===== src/sv/pps_pkg.sv =====
// ============================================================================
// Preemptive priority scheduler package
// Word types, task table entry type, function codes and default sizes.
// ============================================================================
package pps_pkg;

    // Default sizes for the top level parameters.
    localparam int MAX_TASKS_DEF = 16;
    localparam int TIME_BITS_DEF = 16;

    // Function codes of an input word.
    localparam logic FUNC_LOAD = 1'b0;
    localparam logic FUNC_TICK = 1'b1;

    // Input word.
    typedef struct packed {
        logic        func;
        logic [15:0] arrival;
        logic [15:0] burst;
        logic [7:0]  priority_req;
    } item_word_t;

    // Result word.
    typedef struct packed {
        logic        load_rejected;
        logic        idle;
        logic [3:0]  running_slot;
        logic        switched;
        logic        finished;
        logic [15:0] finish_time;
        logic [15:0] turnaround;
        logic [15:0] waiting;
        logic        all_done;
    } result_word_t;

    // One task slot as held in the task memory.
    typedef struct packed {
        logic [15:0] arrival;
        logic [15:0] burst;
        logic [15:0] remaining;
        logic [7:0]  prio;
    } task_entry_t;

    // Best candidate found by the scan.
    typedef struct packed {
        logic        found;
        task_entry_t entry;
    } pick_t;

    // Sequencer states.
    typedef enum logic [1:0] {
        ST_IDLE,
        ST_SCAN,
        ST_UPDATE,
        ST_PUSH
    } pps_state_t;

endpackage


===== src/sv/pps_pick.sv =====
// ============================================================================
// Candidate selector
// Compares one task entry per cycle against the best ready task so far and
// keeps the winner: lowest priority value, earliest slot on ties.
// ============================================================================
module pps_pick #(
    parameter int MAX_TASKS = pps_pkg::MAX_TASKS_DEF,
    parameter int TIME_BITS = pps_pkg::TIME_BITS_DEF
) (
    input  logic                         clk,
    input  logic                         rst_n,
    input  logic                         clear,
    input  logic                         cmp_en,
    input  logic [$clog2(MAX_TASKS)-1:0] slot_idx,
    input  pps_pkg::task_entry_t         entry,
    input  logic [TIME_BITS-1:0]         now,
    output pps_pkg::pick_t               pick,
    output logic [$clog2(MAX_TASKS)-1:0] best_slot
);
    import pps_pkg::*;

    localparam int SLOT_BITS = $clog2(MAX_TASKS);
    localparam int CMP_BITS  = (TIME_BITS > 16) ? TIME_BITS : 16;

    logic                 found_reg;
    task_entry_t          entry_reg;
    logic [SLOT_BITS-1:0] slot_reg;
    logic                 arrived;
    logic                 better;

    // A task is a candidate when it has arrived and still has work left.
    // Strictly lower priority is needed to replace, so earlier slots win ties.
    always_comb
    begin
        arrived = CMP_BITS'(entry.arrival) <= CMP_BITS'(now);
        better  = arrived && (entry.remaining != 16'd0) &&
                  (!found_reg || (entry.prio < entry_reg.prio));
    end

    // Found flag is control state and is cleared at the start of each scan.
    always_ff @(posedge clk or negedge rst_n)
    begin
        if (!rst_n)
        begin
            found_reg <= 1'b0;
        end
        else if (clear)
        begin
            found_reg <= 1'b0;
        end
        else if (cmp_en && better)
        begin
            found_reg <= 1'b1;
        end
    end

    // Winner payload.
    always_ff @(posedge clk)
    begin
        if (cmp_en && better)
        begin
            entry_reg <= entry;
            slot_reg  <= slot_idx;
        end
    end

    assign pick.found  = found_reg;
    assign pick.entry  = entry_reg;
    assign best_slot   = slot_reg;

endmodule


===== src/sv/preemptive_priority_scheduler_top.sv =====
// ============================================================================
// Preemptive priority scheduler
// Task table in one synchronous memory, scanned one slot per cycle per tick.
// ============================================================================
// A load word goes from acceptance through the push state back to idle. A
// tick word goes through the scan, update and push states: the task memory
// has one read port, so the scan reads the loaded slots one slot per cycle,
// then the update writes the chosen slot and the counters, and push hands the
// word to the output register once it is free. A word waiting in the output
// register does not stop the next input word from being accepted.
// ============================================================================
module preemptive_priority_scheduler_top #(
    parameter int MAX_TASKS = pps_pkg::MAX_TASKS_DEF,
    parameter int TIME_BITS = pps_pkg::TIME_BITS_DEF
) (
    input  logic                  clk,
    input  logic                  rst_n,
    input  logic                  item_valid,
    output logic                  item_ready,
    input  pps_pkg::item_word_t   item,
    output logic                  result_valid,
    input  logic                  result_ready,
    output pps_pkg::result_word_t result
);
    import pps_pkg::*;

    localparam int SLOT_BITS = $clog2(MAX_TASKS);
    localparam int CNT_BITS  = $clog2(MAX_TASKS + 1);
    localparam int CMP_BITS  = (TIME_BITS > 16) ? TIME_BITS : 16;
    localparam int SLOT_W4   = (SLOT_BITS > 4) ? SLOT_BITS : 4;

    // Saturate a time value to the 16-bit output range.
    function automatic logic [15:0] sat16(input logic [CMP_BITS-1:0] v);
        logic [15:0] r;
        r = (v > CMP_BITS'(16'hFFFF)) ? 16'hFFFF : v[15:0];
        return r;
    endfunction

    // Control state.
    pps_state_t           state_reg, state_next;
    logic [CNT_BITS-1:0]  loaded_count_reg, loaded_count_next;
    logic [CNT_BITS-1:0]  done_count_reg, done_count_next;
    logic [TIME_BITS-1:0] current_time_reg, current_time_next;
    logic                 has_last_reg, has_last_next;
    logic                 last_idle_reg, last_idle_next;
    logic [SLOT_BITS-1:0] last_slot_reg, last_slot_next;
    logic [SLOT_BITS-1:0] scan_idx_reg, scan_idx_next;
    logic                 result_valid_reg, result_valid_next;

    // Payload.
    result_word_t         pend_reg, pend_next;
    result_word_t         result_reg;

    // Task memory.
    task_entry_t          task_mem [MAX_TASKS];
    task_entry_t          rd_data_reg;
    logic [SLOT_BITS-1:0] rd_addr;
    logic                 wr_en;
    logic [SLOT_BITS-1:0] wr_addr;
    task_entry_t          wr_data;

    // Selector interface.
    logic                 pick_clear;
    logic                 pick_en;
    pick_t                pick;
    logic [SLOT_BITS-1:0] best_slot;

    // Helpers.
    logic                 item_fire;
    logic                 out_free;
    logic                 scan_last;
    logic                 table_full;
    logic [TIME_BITS-1:0] time_after;
    logic [15:0]          rem_after;
    logic [CMP_BITS-1:0]  tat;
    logic [SLOT_W4-1:0]   slot_ext;

    assign item_ready = (state_reg == ST_IDLE);
    assign item_fire  = item_valid && item_ready;
    assign out_free   = !result_valid_reg || result_ready;
    assign scan_last  = (CNT_BITS'(scan_idx_reg) + CNT_BITS'(1)) == loaded_count_reg;
    assign table_full = loaded_count_reg >= CNT_BITS'(MAX_TASKS);

    // Task memory: one write port, one registered read port. Loads write at
    // acceptance and the update writes after the scan, so no read of a slot
    // overlaps a pending write to it.
    always_ff @(posedge clk)
    begin
        if (wr_en)
        begin
            task_mem[wr_addr] <= wr_data;
        end
        rd_data_reg <= task_mem[rd_addr];
    end

    // Selector of the best ready task.
    pps_pick #(
        .MAX_TASKS (MAX_TASKS),
        .TIME_BITS (TIME_BITS)
    ) u_pick (
        .clk       (clk),
        .rst_n     (rst_n),
        .clear     (pick_clear),
        .cmp_en    (pick_en),
        .slot_idx  (scan_idx_reg),
        .entry     (rd_data_reg),
        .now       (current_time_reg),
        .pick      (pick),
        .best_slot (best_slot)
    );

    // Next state.
    always_comb
    begin
        state_next = state_reg;
        case (state_reg)
            ST_IDLE:
            begin
                if (item_fire)
                begin
                    if (item.func == FUNC_LOAD)
                    begin
                        state_next = ST_PUSH;
                    end
                    else if (loaded_count_reg == '0)
                    begin
                        state_next = ST_UPDATE;
                    end
                    else
                    begin
                        state_next = ST_SCAN;
                    end
                end
            end
            ST_SCAN:
            begin
                if (scan_last)
                begin
                    state_next = ST_UPDATE;
                end
            end
            ST_UPDATE:
            begin
                state_next = ST_PUSH;
            end
            ST_PUSH:
            begin
                if (out_free)
                begin
                    state_next = ST_IDLE;
                end
            end
            default:
            begin
                state_next = ST_IDLE;
            end
        endcase
    end

    // Arithmetic of the update step.
    always_comb
    begin
        time_after = (current_time_reg != {TIME_BITS{1'b1}}) ?
                     current_time_reg + TIME_BITS'(1) : current_time_reg;
        rem_after  = pick.entry.remaining - 16'd1;
        tat        = CMP_BITS'(time_after) - CMP_BITS'(pick.entry.arrival);
        slot_ext   = SLOT_W4'(best_slot);
    end

    // Datapath and memory control.
    always_comb
    begin
        loaded_count_next = loaded_count_reg;
        done_count_next   = done_count_reg;
        current_time_next = current_time_reg;
        has_last_next     = has_last_reg;
        last_idle_next    = last_idle_reg;
        last_slot_next    = last_slot_reg;
        scan_idx_next     = scan_idx_reg;
        result_valid_next = result_valid_reg;
        pend_next         = pend_reg;
        rd_addr           = '0;
        wr_en             = 1'b0;
        wr_addr           = loaded_count_reg[SLOT_BITS-1:0];
        wr_data           = '0;
        pick_clear        = 1'b0;
        pick_en           = 1'b0;

        // Output register drains independently of the sequencer.
        if (result_valid_reg && result_ready)
        begin
            result_valid_next = 1'b0;
        end

        case (state_reg)
            ST_IDLE:
            begin
                if (item_fire)
                begin
                    pend_next             = '0;
                    pend_next.finish_time = sat16(CMP_BITS'(current_time_reg));
                    if (item.func == FUNC_LOAD)
                    begin
                        if (table_full)
                        begin
                            pend_next.load_rejected = 1'b1;
                            pend_next.all_done      = done_count_reg >= loaded_count_reg;
                        end
                        else
                        begin
                            wr_en             = 1'b1;
                            wr_data.arrival   = item.arrival;
                            wr_data.burst     = item.burst;
                            wr_data.remaining = item.burst;
                            wr_data.prio      = item.priority_req;
                            loaded_count_next = loaded_count_reg + CNT_BITS'(1);
                            if (item.burst == 16'd0)
                            begin
                                done_count_next = done_count_reg + CNT_BITS'(1);
                            end
                            pend_next.all_done = done_count_next >= loaded_count_next;
                        end
                    end
                    else
                    begin
                        // Start the scan at slot zero.
                        pick_clear    = 1'b1;
                        scan_idx_next = '0;
                    end
                end
            end
            ST_SCAN:
            begin
                pick_en       = 1'b1;
                scan_idx_next = scan_idx_reg + SLOT_BITS'(1);
                rd_addr       = scan_idx_next;
            end
            ST_UPDATE:
            begin
                current_time_next     = time_after;
                has_last_next         = 1'b1;
                pend_next             = '0;
                pend_next.finish_time = sat16(CMP_BITS'(time_after));
                if (!pick.found)
                begin
                    pend_next.idle     = 1'b1;
                    pend_next.switched = !has_last_reg || !last_idle_reg;
                    last_idle_next     = 1'b1;
                    last_slot_next     = '0;
                end
                else
                begin
                    pend_next.running_slot = slot_ext[3:0];
                    pend_next.switched     = !has_last_reg || last_idle_reg ||
                                             (last_slot_reg != best_slot);
                    last_idle_next         = 1'b0;
                    last_slot_next         = best_slot;

                    // Write back the chosen slot with one unit less to run.
                    wr_en             = 1'b1;
                    wr_addr           = best_slot;
                    wr_data           = pick.entry;
                    wr_data.remaining = rem_after;

                    if (rem_after == 16'd0)
                    begin
                        done_count_next      = done_count_reg + CNT_BITS'(1);
                        pend_next.finished   = 1'b1;
                        pend_next.turnaround = sat16(tat);
                        pend_next.waiting    =
                            (tat >= CMP_BITS'(pick.entry.burst)) ?
                            sat16(tat - CMP_BITS'(pick.entry.burst)) : 16'd0;
                    end
                end
                pend_next.all_done = done_count_next >= loaded_count_reg;
            end
            ST_PUSH:
            begin
                if (out_free)
                begin
                    result_valid_next = 1'b1;
                end
            end
            default:
            begin
                pend_next = pend_reg;
            end
        endcase
    end

    // Control registers.
    always_ff @(posedge clk or negedge rst_n)
    begin
        if (!rst_n)
        begin
            state_reg        <= ST_IDLE;
            loaded_count_reg <= '0;
            done_count_reg   <= '0;
            current_time_reg <= '0;
            has_last_reg     <= 1'b0;
            last_idle_reg    <= 1'b0;
            last_slot_reg    <= '0;
            scan_idx_reg     <= '0;
            result_valid_reg <= 1'b0;
        end
        else
        begin
            state_reg        <= state_next;
            loaded_count_reg <= loaded_count_next;
            done_count_reg   <= done_count_next;
            current_time_reg <= current_time_next;
            has_last_reg     <= has_last_next;
            last_idle_reg    <= last_idle_next;
            last_slot_reg    <= last_slot_next;
            scan_idx_reg     <= scan_idx_next;
            result_valid_reg <= result_valid_next;
        end
    end

    // Payload registers.
    always_ff @(posedge clk)
    begin
        pend_reg <= pend_next;
        if (state_reg == ST_PUSH && out_free)
        begin
            result_reg <= pend_reg;
        end
    end

    assign result_valid = result_valid_reg;
    assign result       = result_reg;

endmodule


===== config.mk =====
export PLATFORM = sky130hd
export DESIGN_NAME = preemptive_priority_scheduler_top
export DESIGN_NICKNAME = d
export VERILOG_FILES = /design/src/sv/pps_pkg.sv /design/src/sv/pps_pick.sv /design/src/sv/preemptive_priority_scheduler_top.sv
export SDC_FILE = /design/constraint.sdc
export NUM_CORES = 2
export LEC_CHECK = 0
export BUFFER_PORTS_ARGS = -buffer_cell sky130_fd_sc_hd__buf_4
export CORE_MARGIN = 1
export CORE_UTILIZATION = 50
export DETAILED_ROUTE_END_ITERATION = 12
export PLACE_DENSITY = 0.71
export RECOVER_POWER = 25
export SETUP_SLACK_MARGIN = 0.2
export SLEW_MARGIN = 20
export SYNTH_ARGS = -nofsm -noshare
export SYNTH_HDL_FRONTEND = slang
export SYNTH_SLANG_ARGS = --single-unit

===== constraint.sdc =====
create_clock -name clk -period 8.8 [get_ports clk]
set_clock_uncertainty 0.05 [all_clocks]
set_input_delay 0.88 -clock clk [delete_from_list [all_inputs] [get_ports clk]]
set_output_delay 0.88 -clock clk [all_outputs]
set_load 0.01 [all_outputs]

## Yosys cells after proc, flatten, opt, wreduce, memory -nomap -nowiden

Memories as Yosys holds them, arrays and structs flattened. A register that Yosys moved wholly into a read port is not among the register bits.
Index checks and enable logic that the tools add are counted.

| storage, ports and cells | value |
|---|---|
| flip-flop bits (word level) | 214 |
| latch bits | 0 |
| memory bits (writable) | 896 |
| memory bits (read-only) | 0 |
| bits of input ports | 45 |
| output and inout bits | 59 |
| logic and storage cells | 159 |
| memories kept | 1 |

| cells by class | value |
|---|---|
| add/sub/neg operators | 8 |
| multiply operators | 0 |
| div/mod/pow operators | 0 |
| $lt $le $gt $ge | 11 |
| equality and inequality tests | 12 |
| shift operators | 0 |
| muxes and demuxes | 64 |
| bitwise operators | 2 |
| reduce and logical (&&, ||, !) cells | 28 |

Memories:

| name | words | bits a word | rd ports | clocked after Yosys merged registers in | write ports | RTL line | text |
|---|---|---|---|---|---|---|---|
| task_mem | 16 | 56 | 1 | 1 | 1 | preemptive_priority_scheduler_top.sv:55 | `task_entry_t task_mem [MAX_TASKS];` |

Operators with widths:

| kind | count |
|---|---|
| 56-bit 2-to-1 mux | 4 |
| 57-bit case mux with 2 select lines | 1 |
| 56-bit case mux with 2 select lines | 1 |
| 16-bit 2-to-1 mux | 6 |
| 16-bit greater-than comparator (second input constant) | 4 |
| 32-bit 2-to-1 mux | 2 |
| 57-bit 2-to-1 mux | 1 |
| 5-bit 2-to-1 mux | 11 |
| 16-bit logical NOT | 2 |
| 16-bit subtractor | 2 |
| 4-bit 2-to-1 mux | 6 |
| 1-bit 2-to-1 mux | 23 |
| 16-bit by 1-bit adder with 16-bit output (second input constant) | 1 |
| 16-bit greater-or-equal comparator | 1 |
| 16-bit <= comparator | 1 |
| 16-bit != test (second input constant) | 1 |
| 16-bit nonzero test | 1 |
| 16-bit by 1-bit subtractor with 16-bit output (second input constant) | 1 |
| 5-bit greater-or-equal comparator | 3 |
| 5-bit by 1-bit adder with 5-bit output (second input constant) | 2 |
| 2-bit 2-to-1 mux | 5 |
| 5-bit case mux with 2 select lines | 1 |
| 8-bit less-than comparator | 1 |
| 2-bit != test (second input constant) | 4 |
| 21 further kinds | 40 |

## Logic depth before layout (Yosys ltp)

| logic depth | value |
|---|---|
| depth after elaboration | 11 |
| gate-level depth with buffers | 27 |
| depth with buffers taken out | 24 |

## Hierarchy

A second synthesis with hierarchy kept.

| second synthesis, totals | value |
|---|---|
| cell total of the unflattened synthesis | 3487 |
| area total of the unflattened synthesis | 47855.9 um2 |

Modules (own cells, without submodules):

| module | times used | cells each | area an instance (um2) | seq. area each (um2) |
|---|---|---|---|---|
| preemptive_priority_scheduler_top | 1 | 3334 | 45344.7 | 32426.1 |
| pps_pick | 1 | 153 | 2511.2 | 1826.8 |

## Worst setup path after synthesis

No wires, ideal clock.

| timing path | value |
|---|---|
| path type | register to register |
| from | register current_time_reg[15] |
| to | register u_pick.slot_reg[0], in the netlist u_pick.best_slot[0] (enable) |
| setup time | 568 ps |
| arrival | 6151 ps |
| required time | 8182 ps |
| slack | 2031 ps |
| cell stages (with the launch flop) | 10 |
| buffers on the path | 1 |
| period minus slack after synthesis | 6769 ps |
| cells stage by stage | dfrtp_1 clkbuf_1 inv_1 ha_1 a22o_1 nor4_1 o21ai_0 o221ai_1 nand3_1 a211oi_1 |

| on the way | value |
|---|---|
| longest elaborated chain between the ends | 4 |

RTL lines:

| element | RTL line | text |
|---|---|---|
| start: declaration | preemptive_priority_scheduler_top.sv:43 | `logic [TIME_BITS-1:0] current_time_reg, current_time_next;` |
| start signal: assignment | preemptive_priority_scheduler_top.sv:311 | `current_time_reg <= current_time_next;` |
| 16-bit <= comparator | pps_pick.sv:35 | `arrived = CMP_BITS'(entry.arrival) <= CMP_BITS'(now);` |
| 1-bit logical AND (2 in a row) | pps_pick.sv:36 | `better = arrived && (entry.remaining != 16'd0) &&` |
| 1-bit logical AND | pps_pick.sv:60 | `if (cmp_en && better)` |
| end signal: assignment | pps_pick.sv:63 | `slot_reg <= slot_idx;` |
| end: declaration | pps_pick.sv:27 | `logic [SLOT_BITS-1:0] slot_reg;` |

No other way between the ends.
A chain may end at the register's enable or synchronous reset.

## Final worst setup path

| timing path | value |
|---|---|
| from | register scan_idx_reg[0] |
| to | register rd_data_reg[33] (netlist name) |

| on the way | value |
|---|---|
| longest elaborated chain between the ends | 2 |

RTL lines:

| element | RTL line | text |
|---|---|---|
| start: declaration | preemptive_priority_scheduler_top.sv:47 | `logic [SLOT_BITS-1:0] scan_idx_reg, scan_idx_next;` |
| start signal: assignment | preemptive_priority_scheduler_top.sv:315 | `scan_idx_reg <= scan_idx_next;` |
| 4-bit by 1-bit adder with 4-bit output | preemptive_priority_scheduler_top.sv:235 | `scan_idx_next = scan_idx_reg + SLOT_BITS'(1);` |
| 4-bit 2-to-1 mux | preemptive_priority_scheduler_top.sv:195 | `case (state_reg)` |

No other way between the ends.

==> results.tsv <==
metric	value	unit
synth warn	0	
# DRC	0	
fmax	0.138	GHz
vias in the first global route	27600	
Synth Cell Area	47600	µm²
first-pass GRT wire length	167	mm
Core Region	93700	µm²
FP Rows	112	
Power Dens Cells	315	nW/µm²
final hold vios	0	
WL final	112	mm
hold_buf cts	0	
post-synthesis instance total	3467	
Hold WC Path Type	reg -> reg	
setup violators final	0	
Non-Filler Instances	4909	
clock sink total	1166	
syn avg cell area	13.7	µm²
Pre-Repair DR Iteration Count	5	
EDFF count, synth	1070	
CP required	9.36	ns
fin crit share	82.1	%
synthesized flop and latch total	1166	
crit start category	flop	
sequential area share after synthesis	72.0	%
Yosys top cell area share	67.5	%
maximum vdd ir drop	0.257	mV
leakage power	17.9	nW
failing checks	max-capacitance violations, max-slew violations	
via/cell ratio	5.88	
Ant. Diodes	0	
Post-synth top cells	edfxtp_1 (1070), nand2_1 (537), a211oi_1 (286), nor2b_1 (234), clkbuf_1 (203)	
I/O pins	104	
Port-buffer cells	103	
post-synthesis async set-or-reset flop share	3.43	%
synthesized net count	3594	
routed len/inst	22.7	µm
Synth cell types	61	
clock insertion delay at the later pin of the skew report	0.70	ns
CTS tree	done	
CTS buffer count	113	
most common cell in the netlist	edfxtp_1	
DP Worst Slack	2.64	ns
Slew @ Worst Pin	3.69	ns
largest net degree at the start of global routing	170	
max reg flops	896	
Tmin final	7.23	ns
Die X	311	µm
crit path DAT	7.78	ns
CP max FO	169	
Clock Tree Buf Depth	3	
CP Class	reg -> reg	
Area contributors post-synth	edfxtp_1 (68%), a211oi_1 (4.5%), nand2_1 (4.2%)	
GRT overflow	0	
Setup crit end kind	flop	
setup TNS	0	ns
post-route ant nets	0	
Worst slew margin	-146	%
vias	28900	
final net count	3682	
Pins Over Slew Limit	451	
Post-synth top flop	edfxtp_1	
Chip Height	311	µm
DPL Wire Length	61.3	mm
Iter 0 DRT Violations	2990	
final setup margin	1.57	ns
Initial Util	50.8	%
Total Die Area	96400	µm²
final RePlAce weighted congestion	0.872	
P&R area growth vs syn	12.6	%
Reg clk slew, reported paths	0.06	ns
fraction of layout cells with a size suffix above 1	9.03	%
initial antenna violation count	1	
Overall Global Routing Usage	22.8	%
CTS root buf	clkbuf_16	
RSZ-0062 raised after global routing	no	
total setup buffers inserted after CTS	0	
Synth area leader	edfxtp_1	
Post-CTS Resized	0	
H-tree levels	3	
placed insts	4694	
Max-Cap Viols	10	
outcome	finished, violations left	
stage by stage:
step	utilization, %	hold slack, ns	total power [mW]	cell area [µm²]
2_1_floorplan	-	0.336	10.5	47600
5_1_grt	57.1	0.363	17.6	53600
4_1_cts	57.5	0.121	17.0	53900
3_3_place_gp	53.3	0.336	11.9	50000
3_5_place_dp	53.3	0.340	12.0	50000
6_report	57.1	0.355	16.9	53600
cells in the final DEF (no fill, tap or decap), drive strengths merged, types with 7 or more instances in the layout:
| master | instances |
|---|---|
| inv | 87 |
| buf | 115 |
| xor2 | 11 |
| and2 | 12 |
| nor3 | 26 |
| a31oi | 122 |
| bufinv | 14 |
| edfxtp | 1070 |
| a21o | 19 |
| and3 | 10 |
| a311oi | 112 |
| nor4 | 19 |
| a211oi | 286 |
| o21bai | 7 |
| ha | 80 |
| nand2b | 17 |
| nand2 | 538 |
| a21oi | 150 |
| dfxtp | 56 |
| xnor2 | 80 |
| o21ai | 94 |
| nor2 | 72 |
| nand4 | 15 |
| nand3 | 24 |
| nor2b | 234 |
| clkbuf | 230 |
| clkinv | 42 |
| dfrtp | 40 |
report_power, final:
group | leakage (nW) | switching, mW | internal [mW] | total [mW]
sequential | 10.8 | 0.301 | 7.09 | 7.39
combinational | 5.13 | 3.12 | 1.38 | 4.50
clock | 1.90 | 2.04 | 2.92 | 4.97
total | 17.9 | 5.46 | 11.4 | 16.9
worst max-delay path, cell delays in order (launching register included):
cell      delay (ns)
dfrtp_1         1.67
clkbuf_1        2.70
nand2b_4        1.06
buf_12          0.69
nand2_1         0.12
a311oi_1        0.34
a211oi_1        0.11
a21oi_1         0.20
worst paths after layout:
| path | startpoint | cells after the start | slack, ns | endpoint |
|---|---|---|---|---|
| worst max register to register | scan_idx_reg[0] | 7 | 1.57 | rd_data_reg[33] |
| max in group asynchronous | rst_n | 1 | 6.47 | current_time_reg[15] |
| min in group asynchronous | rst_n | 1 | 0.86 | scan_idx_reg[1] |
| worst min register to register | rd_data_reg[29] | 0 | 0.36 | u_pick.pick[29] |
| worst max-delay path | scan_idx_reg[0] | 7 | 1.57 | rd_data_reg[33] |
| worst min-delay path | rd_data_reg[29] | 0 | 0.36 | u_pick.pick[29] |
per-layer routing:
layer	vias to the layer above	GRT usage [%]	share of wire [%]	routed length [µm]
met5	-	0	0	0
met3	194	5.51	8.9	9990
met2	1129	35.7	47	52000
li1	13300	-	-	-
met4	0	8.15	3.1	3470
met1	14200	31.1	41	46100
area by class of cell:
class                           instances  area [µm²]
Inverter                               84         315
Timing Repair Buffer                  195        1190
Clock inverter                         65         763
Fill cell                            7297       40200
Sequential cell                      1166       34300
Multi-Input combinational cell       1995       12300
Tap cell                             1254        1570
Clock buffer                          150        3140
logic make-up after synthesis:
| family | Yosys count | synth area share (%) |
|---|---|---|
| adders and majority gates | 82 | 2.19 |
| and+or+nand+nor | 992 | 9.80 |
| xor gates and xnor gates | 91 | 1.67 |
| muxes | 9 | 0.200 |
| DFF | 1166 | 72.0 |
| AOI/OAI and AO/OA | 821 | 11.7 |
| buffers and inverters | 306 | 2.47 |
Power figures use the tool's default switching activity.
